$ cat src/rtl/pdca_pkg.sv
// ----------------------------------------------------------------------------
// pdca_pkg
// Shared types and constants for the clamped PID controller with DAC stage.
// ----------------------------------------------------------------------------
package pdca_pkg;

    // stream and register port geometry
    localparam int S_TDATA_W = 96;
    localparam int S_TUSER_W = 2;
    localparam int M_TDATA_W = 40;
    localparam int APB_AW    = 5;
    localparam int APB_DW    = 32;
    localparam int DIGIT_W   = 16;

    // item kinds carried in s_tuser
    typedef enum logic [1:0] {
        OP_STEP   = 2'd0,
        OP_CLEAR  = 2'd1,
        OP_PRESET = 2'd2
    } op_t;

    // register index, byte address is 4 * index
    typedef enum logic [2:0] {
        REG_KP      = 3'd0,
        REG_KI      = 3'd1,
        REG_KD      = 3'd2,
        REG_LOWER   = 3'd3,
        REG_UPPER   = 3'd4,
        REG_DGAIN   = 3'd5,
        REG_DOFFSET = 3'd6
    } reg_idx_t;

    // controller states
    typedef enum logic [3:0] {
        ST_IDLE,
        ST_SUMS,
        ST_MP,
        ST_WP,
        ST_MI,
        ST_WI,
        ST_PI,
        ST_MD,
        ST_WD,
        ST_MG,
        ST_WG,
        ST_FIN
    } ctrl_state_t;

    // datapath operations
    typedef enum logic [3:0] {
        DP_NOP,
        DP_CLEAR,
        DP_PRESET,
        DP_ERR,
        DP_SUMS,
        DP_MUL_P,
        DP_MUL_I,
        DP_MUL_D,
        DP_MUL_G,
        DP_SET_P,
        DP_SET_I,
        DP_ADD_PI,
        DP_ADD_D,
        DP_SET_K,
        DP_FINISH
    } dp_op_t;

    // multiplier sequencing
    typedef enum logic [1:0] {
        MP_IDLE,
        MP_ACC,
        MP_RND,
        MP_SAT
    } mul_phase_t;

    // controller to datapath
    typedef struct packed {
        dp_op_t op;
        logic   mul_start;
    } pdca_cmd_t;

    // datapath to controller
    typedef struct packed {
        logic mul_done;
        logic out_busy;
    } pdca_sts_t;

    // register write request
    typedef struct packed {
        logic              wr;
        logic [2:0]        idx;
        logic [APB_DW-1:0] data;
    } pdca_cfg_wr_t;

endpackage

$ cat src/rtl/pdca_mul.sv
// ----------------------------------------------------------------------------
// pdca_mul
// Iterative signed fixed-point multiplier: magnitude product one 16-bit digit
// per cycle, round half away from zero, shift by the fraction, saturate.
// ----------------------------------------------------------------------------
module pdca_mul #(
    parameter int DW   = 32,
    parameter int FRAC = 16
) (
    input  logic                 aclk,
    input  logic                 aresetn,
    input  logic                 start,
    input  logic signed [DW-1:0] a_in,
    input  logic signed [DW-1:0] b_in,
    output logic                 done,
    output logic signed [DW-1:0] result
);
    import pdca_pkg::*;

    localparam int NDIG  = (DW + DIGIT_W - 1) / DIGIT_W;
    localparam int MB_W  = DIGIT_W * NDIG;
    localparam int ACC_W = DW + MB_W;
    localparam int CNT_W = (NDIG > 1) ? $clog2(NDIG) : 1;
    localparam int PP_W  = DW + DIGIT_W;

    localparam logic [ACC_W-1:0] HALF    = ACC_W'(1) << (FRAC - 1);
    localparam logic [ACC_W-1:0] LIM_NEG = ACC_W'(1) << (DW - 1);
    localparam logic [ACC_W-1:0] LIM_POS = LIM_NEG - ACC_W'(1);
    localparam logic signed [DW-1:0] VMAX = {1'b0, {(DW-1){1'b1}}};
    localparam logic signed [DW-1:0] VMIN = {1'b1, {(DW-1){1'b0}}};

    mul_phase_t        phase_reg, phase_next;
    logic [CNT_W-1:0]  cnt_reg, cnt_next;
    logic              neg_reg, neg_next;
    logic [DW-1:0]     ma_reg, ma_next;
    logic [MB_W-1:0]   mb_reg, mb_next;
    logic [ACC_W-1:0]  acc_reg, acc_next;
    logic signed [DW-1:0] res_reg, res_next;
    logic              done_reg, done_next;

    logic [DW-1:0]     a_mag, b_mag, mag, mag_neg;
    logic [PP_W-1:0]   pp, acc_sum;

    // operand magnitudes, most negative value maps to 2^(DW-1)
    assign a_mag = a_in[DW-1] ? DW'(~a_in + 1'b1) : DW'(a_in);
    assign b_mag = b_in[DW-1] ? DW'(~b_in + 1'b1) : DW'(b_in);

    // one digit of partial product added to the upper accumulator half
    assign pp      = PP_W'(ma_reg) * PP_W'(mb_reg[DIGIT_W-1:0]);
    assign acc_sum = PP_W'(acc_reg[ACC_W-1 -: DW]) + pp;

    assign mag     = acc_reg[DW-1:0];
    assign mag_neg = DW'(~mag + 1'b1);

    // sequencing
    always_comb begin
        phase_next = phase_reg;
        cnt_next   = cnt_reg;
        neg_next   = neg_reg;
        ma_next    = ma_reg;
        mb_next    = mb_reg;
        acc_next   = acc_reg;
        res_next   = res_reg;
        done_next  = 1'b0;
        unique case (phase_reg)
            MP_IDLE: begin
                if (start) begin
                    neg_next   = a_in[DW-1] ^ b_in[DW-1];
                    ma_next    = a_mag;
                    mb_next    = MB_W'(b_mag);
                    acc_next   = '0;
                    cnt_next   = '0;
                    phase_next = MP_ACC;
                end
            end
            MP_ACC: begin
                acc_next = ACC_W'({acc_sum, acc_reg[ACC_W-DW-1:0]} >> DIGIT_W);
                mb_next  = mb_reg >> DIGIT_W;
                cnt_next = CNT_W'(cnt_reg + 1'b1);
                if (cnt_reg == CNT_W'(NDIG - 1)) begin
                    phase_next = MP_RND;
                end
            end
            MP_RND: begin
                acc_next   = (acc_reg + HALF) >> FRAC;
                phase_next = MP_SAT;
            end
            MP_SAT: begin
                if (acc_reg > (neg_reg ? LIM_NEG : LIM_POS)) begin
                    res_next = neg_reg ? VMIN : VMAX;
                end else begin
                    res_next = neg_reg ? mag_neg : mag;
                end
                done_next  = 1'b1;
                phase_next = MP_IDLE;
            end
            default: begin
                phase_next = MP_IDLE;
            end
        endcase
    end

    // control registers
    always_ff @(posedge aclk) begin
        if (!aresetn) begin
            phase_reg <= MP_IDLE;
            done_reg  <= 1'b0;
        end else begin
            phase_reg <= phase_next;
            done_reg  <= done_next;
        end
    end

    // payload registers
    always_ff @(posedge aclk) begin
        cnt_reg <= cnt_next;
        neg_reg <= neg_next;
        ma_reg  <= ma_next;
        mb_reg  <= mb_next;
        acc_reg <= acc_next;
        res_reg <= res_next;
    end

    assign done   = done_reg;
    assign result = res_reg;

endmodule

$ cat src/rtl/pdca_datapath.sv
// ----------------------------------------------------------------------------
// pdca_datapath
// Registers, state, saturating adders, shared multiplier, clamp with
// conditional integrator commit, and the result register.
// ----------------------------------------------------------------------------
module pdca_datapath #(
    parameter int DW   = 32,
    parameter int FRAC = 16
) (
    input  logic                        aclk,
    input  logic                        aresetn,
    input  pdca_pkg::pdca_cmd_t         cmd,
    output pdca_pkg::pdca_sts_t         sts,
    input  pdca_pkg::pdca_cfg_wr_t      cfg_wr,
    input  logic [2:0]                  rd_idx,
    output logic [pdca_pkg::APB_DW-1:0] rd_data,
    input  logic [31:0]                 setpoint,
    input  logic [31:0]                 measured,
    input  logic [31:0]                 preset_value,
    output logic                        out_valid,
    input  logic                        out_ready,
    output logic [31:0]                 drive,
    output logic                        at_upper,
    output logic                        at_lower
);
    import pdca_pkg::*;

    localparam int EW = (DW > 32) ? DW : 32;
    localparam logic signed [DW-1:0] VMAX = {1'b0, {(DW-1){1'b1}}};
    localparam logic signed [DW-1:0] VMIN = {1'b1, {(DW-1){1'b0}}};

    // 32-bit two's complement to DW bits with saturation
    function automatic logic signed [DW-1:0] from32(input logic [31:0] v);
        logic signed [EW-1:0] e;
        logic signed [DW-1:0] r;
        e = EW'(signed'(v));
        if (e > EW'(VMAX)) begin
            r = VMAX;
        end else if (e < EW'(VMIN)) begin
            r = VMIN;
        end else begin
            r = e[DW-1:0];
        end
        return r;
    endfunction

    // clip a DW+1 bit sum back into DW bits
    function automatic logic signed [DW-1:0] clip(input logic [DW:0] s);
        logic signed [DW-1:0] r;
        if (s[DW] != s[DW-1]) begin
            r = s[DW] ? VMIN : VMAX;
        end else begin
            r = s[DW-1:0];
        end
        return r;
    endfunction

    function automatic logic signed [DW-1:0] add_sat(input logic signed [DW-1:0] a,
                                                     input logic signed [DW-1:0] b);
        return clip({a[DW-1], a} + {b[DW-1], b});
    endfunction

    function automatic logic signed [DW-1:0] sub_sat(input logic signed [DW-1:0] a,
                                                     input logic signed [DW-1:0] b);
        return clip({a[DW-1], a} - {b[DW-1], b});
    endfunction

    // registers
    logic signed [DW-1:0] kp_reg, ki_reg, kd_reg, lower_reg, upper_reg;
    logic signed [DW-1:0] dgain_reg, doffset_reg;
    // stored state and work values
    logic signed [DW-1:0] integ_reg, prev_reg, err_reg, esum_reg, edif_reg;
    logic signed [DW-1:0] p_reg, inew_reg, y_reg, k_reg;
    // result register
    logic                 ovalid_reg;
    logic signed [DW-1:0] odrive_reg;
    logic                 oup_reg, olo_reg;

    logic signed [DW-1:0] mul_a, mul_b, mres;
    logic                 mdone;
    logic signed [DW-1:0] upper_w;

    // operand selection for the shared multiplier
    always_comb begin
        case (cmd.op)
            DP_MUL_P: begin
                mul_a = kp_reg;
                mul_b = err_reg;
            end
            DP_MUL_I: begin
                mul_a = ki_reg;
                mul_b = esum_reg;
            end
            DP_MUL_D: begin
                mul_a = kd_reg;
                mul_b = edif_reg;
            end
            DP_MUL_G: begin
                mul_a = dgain_reg;
                mul_b = y_reg;
            end
            default: begin
                mul_a = '0;
                mul_b = '0;
            end
        endcase
    end

    pdca_mul #(
        .DW   (DW),
        .FRAC (FRAC)
    ) u_mul (
        .aclk    (aclk),
        .aresetn (aresetn),
        .start   (cmd.mul_start),
        .a_in    (mul_a),
        .b_in    (mul_b),
        .done    (mdone),
        .result  (mres)
    );

    assign upper_w = upper_reg;

    // register writes
    always_ff @(posedge aclk) begin
        if (!aresetn) begin
            kp_reg      <= '0;
            ki_reg      <= '0;
            kd_reg      <= '0;
            lower_reg   <= '0;
            upper_reg   <= '0;
            dgain_reg   <= '0;
            doffset_reg <= '0;
        end else if (cfg_wr.wr) begin
            unique case (reg_idx_t'(cfg_wr.idx))
                REG_KP:      kp_reg      <= from32(cfg_wr.data);
                REG_KI:      ki_reg      <= from32(cfg_wr.data);
                REG_KD:      kd_reg      <= from32(cfg_wr.data);
                REG_LOWER:   lower_reg   <= from32(cfg_wr.data);
                REG_UPPER:   upper_reg   <= from32(cfg_wr.data);
                REG_DGAIN:   dgain_reg   <= from32(cfg_wr.data);
                REG_DOFFSET: doffset_reg <= from32(cfg_wr.data);
                default: ;
            endcase
        end
    end

    // register read back
    always_comb begin
        unique case (reg_idx_t'(rd_idx))
            REG_KP:      rd_data = APB_DW'(kp_reg);
            REG_KI:      rd_data = APB_DW'(ki_reg);
            REG_KD:      rd_data = APB_DW'(kd_reg);
            REG_LOWER:   rd_data = APB_DW'(lower_reg);
            REG_UPPER:   rd_data = APB_DW'(upper_reg);
            REG_DGAIN:   rd_data = APB_DW'(dgain_reg);
            REG_DOFFSET: rd_data = APB_DW'(doffset_reg);
            default:     rd_data = '0;
        endcase
    end

    // controller state: integrator and previous error
    always_ff @(posedge aclk) begin
        if (!aresetn) begin
            integ_reg <= '0;
            prev_reg  <= '0;
        end else begin
            case (cmd.op)
                DP_CLEAR: begin
                    integ_reg <= '0;
                    prev_reg  <= '0;
                end
                DP_PRESET: begin
                    integ_reg <= from32(preset_value);
                end
                DP_FINISH: begin
                    prev_reg <= err_reg;
                    // commit only when unclamped or the error backs off the limit
                    if (k_reg > upper_reg) begin
                        if (err_reg < 0) integ_reg <= inew_reg;
                    end else if (k_reg < lower_reg) begin
                        if (err_reg > 0) integ_reg <= inew_reg;
                    end else begin
                        integ_reg <= inew_reg;
                    end
                end
                default: ;
            endcase
        end
    end

    // work values of one control step
    always_ff @(posedge aclk) begin
        case (cmd.op)
            DP_ERR:    err_reg  <= sub_sat(from32(setpoint), from32(measured));
            DP_SUMS: begin
                esum_reg <= add_sat(err_reg, prev_reg);
                edif_reg <= sub_sat(err_reg, prev_reg);
            end
            DP_SET_P:  p_reg    <= mres;
            DP_SET_I:  inew_reg <= add_sat(integ_reg, mres);
            DP_ADD_PI: y_reg    <= add_sat(p_reg, inew_reg);
            DP_ADD_D:  y_reg    <= add_sat(y_reg, mres);
            DP_SET_K:  k_reg    <= add_sat(mres, doffset_reg);
            default: ;
        endcase
    end

    // result register, loads when the previous beat leaves
    always_ff @(posedge aclk) begin
        if (!aresetn) begin
            ovalid_reg <= 1'b0;
        end else if (cmd.op == DP_FINISH) begin
            ovalid_reg <= 1'b1;
        end else if (out_ready) begin
            ovalid_reg <= 1'b0;
        end
    end

    // clamp, upper test first
    always_ff @(posedge aclk) begin
        if (cmd.op == DP_FINISH) begin
            if (k_reg > upper_reg) begin
                odrive_reg <= upper_w;
                oup_reg    <= 1'b1;
                olo_reg    <= 1'b0;
            end else if (k_reg < lower_reg) begin
                odrive_reg <= lower_reg;
                oup_reg    <= 1'b0;
                olo_reg    <= 1'b1;
            end else begin
                odrive_reg <= k_reg;
                oup_reg    <= 1'b0;
                olo_reg    <= 1'b0;
            end
        end
    end

    assign sts.mul_done = mdone;
    assign sts.out_busy = ovalid_reg & ~out_ready;

    assign out_valid = ovalid_reg;
    assign drive     = 32'(odrive_reg);
    assign at_upper  = oup_reg;
    assign at_lower  = olo_reg;

endmodule

$ cat src/rtl/pdca_ctrl.sv
// ----------------------------------------------------------------------------
// pdca_ctrl
// Sequencer for one item: error, sums, four products, adds, clamp and commit.
// ----------------------------------------------------------------------------
module pdca_ctrl (
    input  logic                aclk,
    input  logic                aresetn,
    input  logic                in_valid,
    input  logic [1:0]          in_op,
    output logic                in_ready,
    input  pdca_pkg::pdca_sts_t sts,
    output pdca_pkg::pdca_cmd_t cmd
);
    import pdca_pkg::*;

    ctrl_state_t state_reg, state_next;

    // state register
    always_ff @(posedge aclk) begin
        if (!aresetn) begin
            state_reg <= ST_IDLE;
        end else begin
            state_reg <= state_next;
        end
    end

    // next state and commands
    always_comb begin
        state_next    = state_reg;
        cmd.op        = DP_NOP;
        cmd.mul_start = 1'b0;
        in_ready      = 1'b0;
        unique case (state_reg)
            ST_IDLE: begin
                in_ready = 1'b1;
                if (in_valid) begin
                    case (op_t'(in_op))
                        OP_STEP: begin
                            cmd.op     = DP_ERR;
                            state_next = ST_SUMS;
                        end
                        OP_CLEAR:  cmd.op = DP_CLEAR;
                        OP_PRESET: cmd.op = DP_PRESET;
                        default: ;
                    endcase
                end
            end
            ST_SUMS: begin
                cmd.op     = DP_SUMS;
                state_next = ST_MP;
            end
            ST_MP: begin
                cmd.op        = DP_MUL_P;
                cmd.mul_start = 1'b1;
                state_next    = ST_WP;
            end
            ST_WP: begin
                if (sts.mul_done) begin
                    cmd.op     = DP_SET_P;
                    state_next = ST_MI;
                end
            end
            ST_MI: begin
                cmd.op        = DP_MUL_I;
                cmd.mul_start = 1'b1;
                state_next    = ST_WI;
            end
            ST_WI: begin
                if (sts.mul_done) begin
                    cmd.op     = DP_SET_I;
                    state_next = ST_PI;
                end
            end
            ST_PI: begin
                cmd.op     = DP_ADD_PI;
                state_next = ST_MD;
            end
            ST_MD: begin
                cmd.op        = DP_MUL_D;
                cmd.mul_start = 1'b1;
                state_next    = ST_WD;
            end
            ST_WD: begin
                if (sts.mul_done) begin
                    cmd.op     = DP_ADD_D;
                    state_next = ST_MG;
                end
            end
            ST_MG: begin
                cmd.op        = DP_MUL_G;
                cmd.mul_start = 1'b1;
                state_next    = ST_WG;
            end
            ST_WG: begin
                if (sts.mul_done) begin
                    cmd.op     = DP_SET_K;
                    state_next = ST_FIN;
                end
            end
            ST_FIN: begin
                // hold until the result register is free
                if (!sts.out_busy) begin
                    cmd.op     = DP_FINISH;
                    state_next = ST_IDLE;
                end
            end
            default: begin
                state_next = ST_IDLE;
            end
        endcase
    end

endmodule

$ cat src/rtl/pid_dac_clamped_antiwindup.sv
// ----------------------------------------------------------------------------
// pid_dac_clamped_antiwindup
// Discrete PID with trapezoidal integral, DAC gain and offset, output clamp
// and conditional integrator commit, fixed point with saturation.
// ----------------------------------------------------------------------------
//  channel   dir   handshake              contents
//  s_        in    s_tvalid / s_tready    setpoint, measured, preset; op in tuser
//  m_        out   m_tvalid / m_tready    drive, at_upper, at_lower
//  apb       in    psel / penable         seven gain and limit registers
//
//  a control step runs error, sums, the P and I products, the P+I add, the D
//  and gain products, then clamp and commit; s_tready is back in the cycle
//  m_tvalid rises. the one shared multiplier takes one 16-bit digit a cycle.
//  clear, preset and unused ops are taken in idle and make no result.
//  reset is synchronous and active low; registers and state return to zero.
//  a result waiting on m_tready does not block acceptance of the next beat;
//  a step finishing behind it waits for the result register.
// ----------------------------------------------------------------------------
module pid_dac_clamped_antiwindup #(
    parameter int DATA_WIDTH = 32,
    parameter int FRAC_BITS  = 16
) (
    input  logic                           aclk,
    input  logic                           aresetn,
    // input beat
    input  logic                           s_tvalid,
    output logic                           s_tready,
    input  logic [pdca_pkg::S_TDATA_W-1:0] s_tdata,  // setpoint, measured, preset_value
    input  logic [pdca_pkg::S_TUSER_W-1:0] s_tuser,  // op
    // result beat
    output logic                           m_tvalid,
    input  logic                           m_tready,
    output logic [pdca_pkg::M_TDATA_W-1:0] m_tdata,  // drive, at_upper, at_lower, zero pad
    // register port
    input  logic                           psel,
    input  logic                           penable,
    input  logic                           pwrite,
    input  logic [pdca_pkg::APB_AW-1:0]    paddr,
    input  logic [pdca_pkg::APB_DW-1:0]    pwdata,
    output logic [pdca_pkg::APB_DW-1:0]    prdata,
    output logic                           pready
);
    import pdca_pkg::*;

    pdca_cmd_t    cmd;
    pdca_sts_t    sts;
    pdca_cfg_wr_t cfg_wr;
    logic [31:0]  drive;
    logic         at_upper, at_lower;

    // register write on the access cycle
    assign pready      = 1'b1;
    assign cfg_wr.wr   = psel & penable & pwrite & pready;
    assign cfg_wr.idx  = paddr[APB_AW-1:2];
    assign cfg_wr.data = pwdata;

    pdca_ctrl u_ctrl (
        .aclk     (aclk),
        .aresetn  (aresetn),
        .in_valid (s_tvalid),
        .in_op    (s_tuser),
        .in_ready (s_tready),
        .sts      (sts),
        .cmd      (cmd)
    );

    pdca_datapath #(
        .DW   (DATA_WIDTH),
        .FRAC (FRAC_BITS)
    ) u_dp (
        .aclk         (aclk),
        .aresetn      (aresetn),
        .cmd          (cmd),
        .sts          (sts),
        .cfg_wr       (cfg_wr),
        .rd_idx       (paddr[APB_AW-1:2]),
        .rd_data      (prdata),
        .setpoint     (s_tdata[31:0]),
        .measured     (s_tdata[63:32]),
        .preset_value (s_tdata[95:64]),
        .out_valid    (m_tvalid),
        .out_ready    (m_tready),
        .drive        (drive),
        .at_upper     (at_upper),
        .at_lower     (at_lower)
    );

    assign m_tdata = {6'b0, at_lower, at_upper, drive};

endmodule

$ cat config.mk
export PLATFORM = sky130hd
export DESIGN_NAME = pid_dac_clamped_antiwindup
export DESIGN_NICKNAME = d
export VERILOG_FILES = /design/src/rtl/pdca_pkg.sv /design/src/rtl/pdca_mul.sv /design/src/rtl/pdca_datapath.sv /design/src/rtl/pdca_ctrl.sv /design/src/rtl/pid_dac_clamped_antiwindup.sv
export SDC_FILE = /design/constraint.sdc
export NUM_CORES = 2
export LEC_CHECK = 0
export ABC_AREA = 1
export ABC_CLOCK_PERIOD_IN_PS = 6100
export BUFFER_PORTS_ARGS = -buffer_cell sky130_fd_sc_hd__buf_2
export CAP_MARGIN = 20
export CORE_ASPECT_RATIO = 2
export CORE_UTILIZATION = 59
export CTS_CLUSTER_SIZE = 40
export DETAILED_ROUTE_END_ITERATION = 10
export PLACE_DENSITY = 0.79
export SLEW_MARGIN = 40
export SYNTH_ARGS = -nofsm -noshare
export SYNTH_HDL_FRONTEND = slang
export SYNTH_SLANG_ARGS = --single-unit
$ cat constraint.sdc
create_clock -name aclk -period 6.1 [get_ports aclk]
set_clock_uncertainty 0.15 [all_clocks]
set_input_delay 0 -clock aclk [delete_from_list [all_inputs] [get_ports aclk]]
set_output_delay 0 -clock aclk [all_outputs]
set_load 0.005 [all_outputs]
==> flow_metrics.env <==
export IMPL_run_status="complete, but fails checks"
export IMPL_violated_checks="setup timing"
export IMPL_grt_antenna_before_repair=25
export IMPL_routedWlPerCell_um=26.19
export IMPL_maximum_number_of_pins_on_one_net_before_global_route_repair=153
export IMPL_number_of_flip_flops_in_the_largest_register=64
export IMPL_worstSetupPathType="reg -> reg"
export IMPL_yosysSeqAreaShare_pct=27.19
export IMPL_gp_routability_congestion=1.065
export IMPL_start_util_pct=59.43
export IMPL_drc=0
export IMPL_ys_warn_count=0
export IMPL_ys_seq_elements=716
export IMPL_timing_final_ws_setup_ns=-0.5223
export IMPL_number_of_enable_flip_flop_cells_after_synthesis=420
export IMPL_reg2regPathDepth=24
export IMPL_cp_max_fo=15
export IMPL_timing_critical_path_required_ns=6.43
export IMPL_chipHeight_um=482.8
export IMPL_synthCells=9414
export IMPL_synth_top_cells_by_area="sky130_fd_sc_hd__edfxtp_1 (18%), sky130_fd_sc_hd__nand2_1 (14%), sky130_fd_sc_hd__fa_1 (13%)"
export IMPL_worst_slew_pin_tran_ns=1.093
export IMPL_dominant_delay_contributor_by_cell_family_on_the_critical_path="adder cells"
export IMPL_timing_hold_worst_path_depth=4
export IMPL_core_area_um2=114700
export IMPL_synth_area_um2=68180
export IMPL_cp_common_cell="sky130_fd_sc_hd__fa_1"
export IMPL_port_buffer_count=207
export IMPL_cts_buffers_inserted=71
export IMPL_top_reg_cell_synth="sky130_fd_sc_hd__edfxtp_1"
export IMPL_min_delay_start="pwdata[4]"
export IMPL_std_cell_rows=176
export IMPL_wirelength_um=299800
export IMPL_synth_top_cell_by_area="sky130_fd_sc_hd__edfxtp_1"
export IMPL_clkTransAtPathRegs_ns=0.06
export IMPL_crit_path_cell_count=24
export IMPL_drtAntennaViolNets=0
export IMPL_grt_first_pass_wirelength_um=428900
export IMPL_synth_top_cell_area_share_pct=18.50
export IMPL_clkLatencyLatePin_ns=0.75
export IMPL_cts_max_level=3
export IMPL_hold_path_endpoint="u_dp.kd_reg[4]"
export IMPL_timing_reg2reg_setup_slack_ns=-0.52
export IMPL_vias_in_the_first_global_route=69700
export IMPL_crit_reg2reg_launch="u_dp.u_mul.mb_reg[11]"
export IMPL_timing_critical_path_to_type="flop"
export IMPL_groute_layer_met3_usage_pct=14.48
export IMPL_grt_busiest_layer="met2"
export IMPL_grt_met2_usage_pct=82.65
export IMPL_critPathArrivalTime_ns=6.95
export IMPL_n_fill_cell=9428
export IMPL_tritoncts="built"
export IMPL_hold_class="in -> reg"
export IMPL_share_of_layout_cells_above_drive_strength_1_pct=12.99
export IMPL_boundaryPins=217
export IMPL_highest_delay_cell_along_the_critical_path="sky130_fd_sc_hd__fa_1"
export IMPL_ctsLongestPathBuffers=3
export IMPL_commonest_non_fill_non_tap_cell_in_the_layout="sky130_fd_sc_hd__nand2_1"
export IMPL_routed_via_density=6.159
export IMPL_setup_tns_ns=-6.764
export IMPL_timing_hold_violations_final=0
export IMPL_worst_path_largest_cell_delay_ns=0.62
export IMPL_grt_usage_pct=49.88
export IMPL_tritonroute_pass_1_iters=11
export IMPL_max_cap_violations=0
export IMPL_met1_global_route_usage_pct=44.34
export IMPL_most_common_layout_cells="sky130_fd_sc_hd__nand2_1 (2407), sky130_fd_sc_hd__inv_1 (1439), sky130_fd_sc_hd__nor2_1 (700), sky130_fd_sc_hd__a21oi_1 (623), sky130_fd_sc_hd__o21ai_0 (486)"
export IMPL_crit_path_start_kind="flop"
export IMPL_worst_r2r_endpoint="u_dp.u_mul.acc_reg[55]"
export IMPL_cts_sink_count=716
export IMPL_chip_width_um=242.4
export IMPL_final_setup_viol_count=28
export IMPL_grt_overflow_total=0
export IMPL_achievable_frequency_mhz=151.0
export IMPL_cts_root_buffer_cell="sky130_fd_sc_hd__clkbuf_16"
export IMPL_slew_headroom_pct=27.13
export IMPL_post_dp_hpwl_um=221400
export IMPL_die_area_um2=117000
export IMPL_fin_crit_sh_pct=108.6
export IMPL_asyncSetResetFlopFracSynth_pct=0
export IMPL_final_max_slew_viol_count=0
export IMPL_grt_setup_unrepaired="yes"
export IMPL_area_delta_synth_final_pct=16.87
export IMPL_synthDistinctLibCells=63
export IMPL_syn_mean_instance_area_um2=7.243
export IMPL_final_hold_worst_slack_ns=0.03426
export IMPL_post_route_min_period_ns=6.622
export IMPL_worst_path_buf_inv=9
export IMPL_initialDrtViolationCount=7297
export IMPL_nets=10910
export IMPL_routed_vias=70500
export IMPL_worstPathCellList="buf_12 -> buf_6 -> nand2_1 -> fa_1 -> inv_1 -> fa_1 -> fa_1 -> fa_2 -> fa_1 -> inv_1 -> fa_1 -> inv_1 -> ha_4 -> nand2_1 -> nor2_2 -> inv_2 -> buf_4 -> o21ai_1 -> nor2_2 -> buf_4 -> a21oi_2 -> o21ai_1 -> inv_1 -> nor2_1"
synthesized netlist by cell type (5+ instances only):
library cell and instances:
sky130_fd_sc_hd__a2111o_1 5, sky130_fd_sc_hd__a211oi_1 8, sky130_fd_sc_hd__a21boi_0 27, sky130_fd_sc_hd__a21o_1 61
sky130_fd_sc_hd__a21oi_1 679, sky130_fd_sc_hd__a21oi_2 5, sky130_fd_sc_hd__a221oi_1 27, sky130_fd_sc_hd__a31oi_1 25
sky130_fd_sc_hd__buf_1 20, sky130_fd_sc_hd__buf_2 44, sky130_fd_sc_hd__buf_4 19, sky130_fd_sc_hd__buf_6 5
sky130_fd_sc_hd__clkbuf_1 327, sky130_fd_sc_hd__clkinv_1 12, sky130_fd_sc_hd__dfxtp_1 296, sky130_fd_sc_hd__edfxtp_1 420
sky130_fd_sc_hd__fa_1 457, sky130_fd_sc_hd__ha_1 451, sky130_fd_sc_hd__inv_1 1542, sky130_fd_sc_hd__inv_2 14
sky130_fd_sc_hd__nand2_1 2488, sky130_fd_sc_hd__nand2_2 5, sky130_fd_sc_hd__nand3_1 417, sky130_fd_sc_hd__nand3b_1 19
sky130_fd_sc_hd__nand4_1 82, sky130_fd_sc_hd__nor2_1 755, sky130_fd_sc_hd__nor2_2 7, sky130_fd_sc_hd__nor3_1 94
sky130_fd_sc_hd__nor4_1 52, sky130_fd_sc_hd__o2111ai_1 19, sky130_fd_sc_hd__o211ai_1 47, sky130_fd_sc_hd__o21a_1 16
sky130_fd_sc_hd__o21ai_0 537, sky130_fd_sc_hd__o21ai_1 10, sky130_fd_sc_hd__o21bai_1 46, sky130_fd_sc_hd__o221ai_1 14
sky130_fd_sc_hd__o22ai_1 58, sky130_fd_sc_hd__or2_2 12, sky130_fd_sc_hd__xnor2_1 70, sky130_fd_sc_hd__xor2_1 176
worst reg2reg max path: stages, from the launching register on:
cell                       delay (ns)
sky130_fd_sc_hd__edfxtp_1        0.40
sky130_fd_sc_hd__buf_12          0.16
sky130_fd_sc_hd__buf_6           0.18
sky130_fd_sc_hd__nand2_1         0.11
sky130_fd_sc_hd__fa_1            0.49
sky130_fd_sc_hd__inv_1           0.20
sky130_fd_sc_hd__fa_1            0.48
sky130_fd_sc_hd__fa_1            0.62
sky130_fd_sc_hd__fa_2            0.47
sky130_fd_sc_hd__fa_1            0.48
sky130_fd_sc_hd__inv_1           0.06
sky130_fd_sc_hd__fa_1            0.53
sky130_fd_sc_hd__inv_1           0.20
sky130_fd_sc_hd__ha_4            0.40
sky130_fd_sc_hd__nand2_1         0.09
sky130_fd_sc_hd__nor2_2          0.14
sky130_fd_sc_hd__inv_2           0.07
sky130_fd_sc_hd__buf_4           0.14
sky130_fd_sc_hd__o21ai_1         0.44
sky130_fd_sc_hd__nor2_2          0.11
sky130_fd_sc_hd__buf_4           0.16
sky130_fd_sc_hd__a21oi_2         0.12
sky130_fd_sc_hd__o21ai_1         0.07
sky130_fd_sc_hd__inv_1           0.05
sky130_fd_sc_hd__nor2_1          0.04
stage by stage:
| step | cell area [um2] | cells | util (%) | setup WS, ns |
|---|---|---|---|---|
| after floorplan | 68200 | 9419 | - | 0.05031 |
| after global placement | 72700 | 11080 | 63.37 | -0.3299 |
| after detailed placement | 72840 | 11080 | 63.49 | -0.4071 |
| after CTS | 77680 | 11380 | 67.71 | -0.1876 |
| after global routing | 79650 | 11440 | 69.43 | -0.6840 |
| final | 79680 | 11450 | 69.45 | -0.5223 |
kinds of logic after synthesis:
group / after synthesis / share of synthesized area (%)
AND/OR/NAND/NOR: 3950 / 23.52
buffers and inverters: 1983 / 11.16
AO/OA/AOI/OAI: 1609 / 13.27
adder cells (fa/ha/maj): 908 / 21.69
flip-flops: 716 / 27.19
XOR/XNOR: 246 / 3.160
other: 2 / 0.01101
cell type report:
cell class	instances	area (um2)	area share (%)
inverters	1568	5907	7.413
multi-input cells	6720	44190	55.45
repair buffers	784	6678	8.380
diodes	14	35.03	0.04397
flip-flops and latches	716	18540	23.26
clock buffers	86	1893	2.376
clock inverters	46	553.0	0.6940
well taps	1513	1893	2.376
layer usage:
layer  vias up  part of all wire [%]
li1      31030                     -
met1     32580                    29
met2      4662                    46
met3      2205                   9.6
met4        24                    15
met5         -                  0.10
worst max-delay path by stage:
stage | start | to | slack (ns)
finish | u_dp.u_mul.mb_reg[11] | u_dp.u_mul.acc_reg[55] | -0.52
global route | u_dp.u_mul.mb_reg[11] | u_dp.u_mul.acc_reg[55] | -0.68
CTS | u_dp.u_mul.mb_reg[6] | u_dp.u_mul.acc_reg[43] | -0.19
detailed placement | u_dp.u_mul.mb_reg[6] | u_dp.u_mul.acc_reg[60] | -0.41
global placement | u_dp.u_mul.mb_reg[4] | u_dp.u_mul.acc_reg[29] | -0.33
floorplan | u_dp.u_mul.ma_reg[5] | u_dp.u_mul.acc_reg[57] | 0.05
timing repair:
item | in CTS | in global routing
hold buffers | 144 | 0
hold endpoints to repair | 294 | 0
setup endpoints to repair | 37 | 40
resized for setup | 202 | 433
pin swaps | 35 | 287
buffers inserted | 15 | 59
gates cloned | 2 | 4
Power is left out: the tool's default activity adds up to more than one toggle a clock period on the data nets, which glitch-free logic cannot reach.
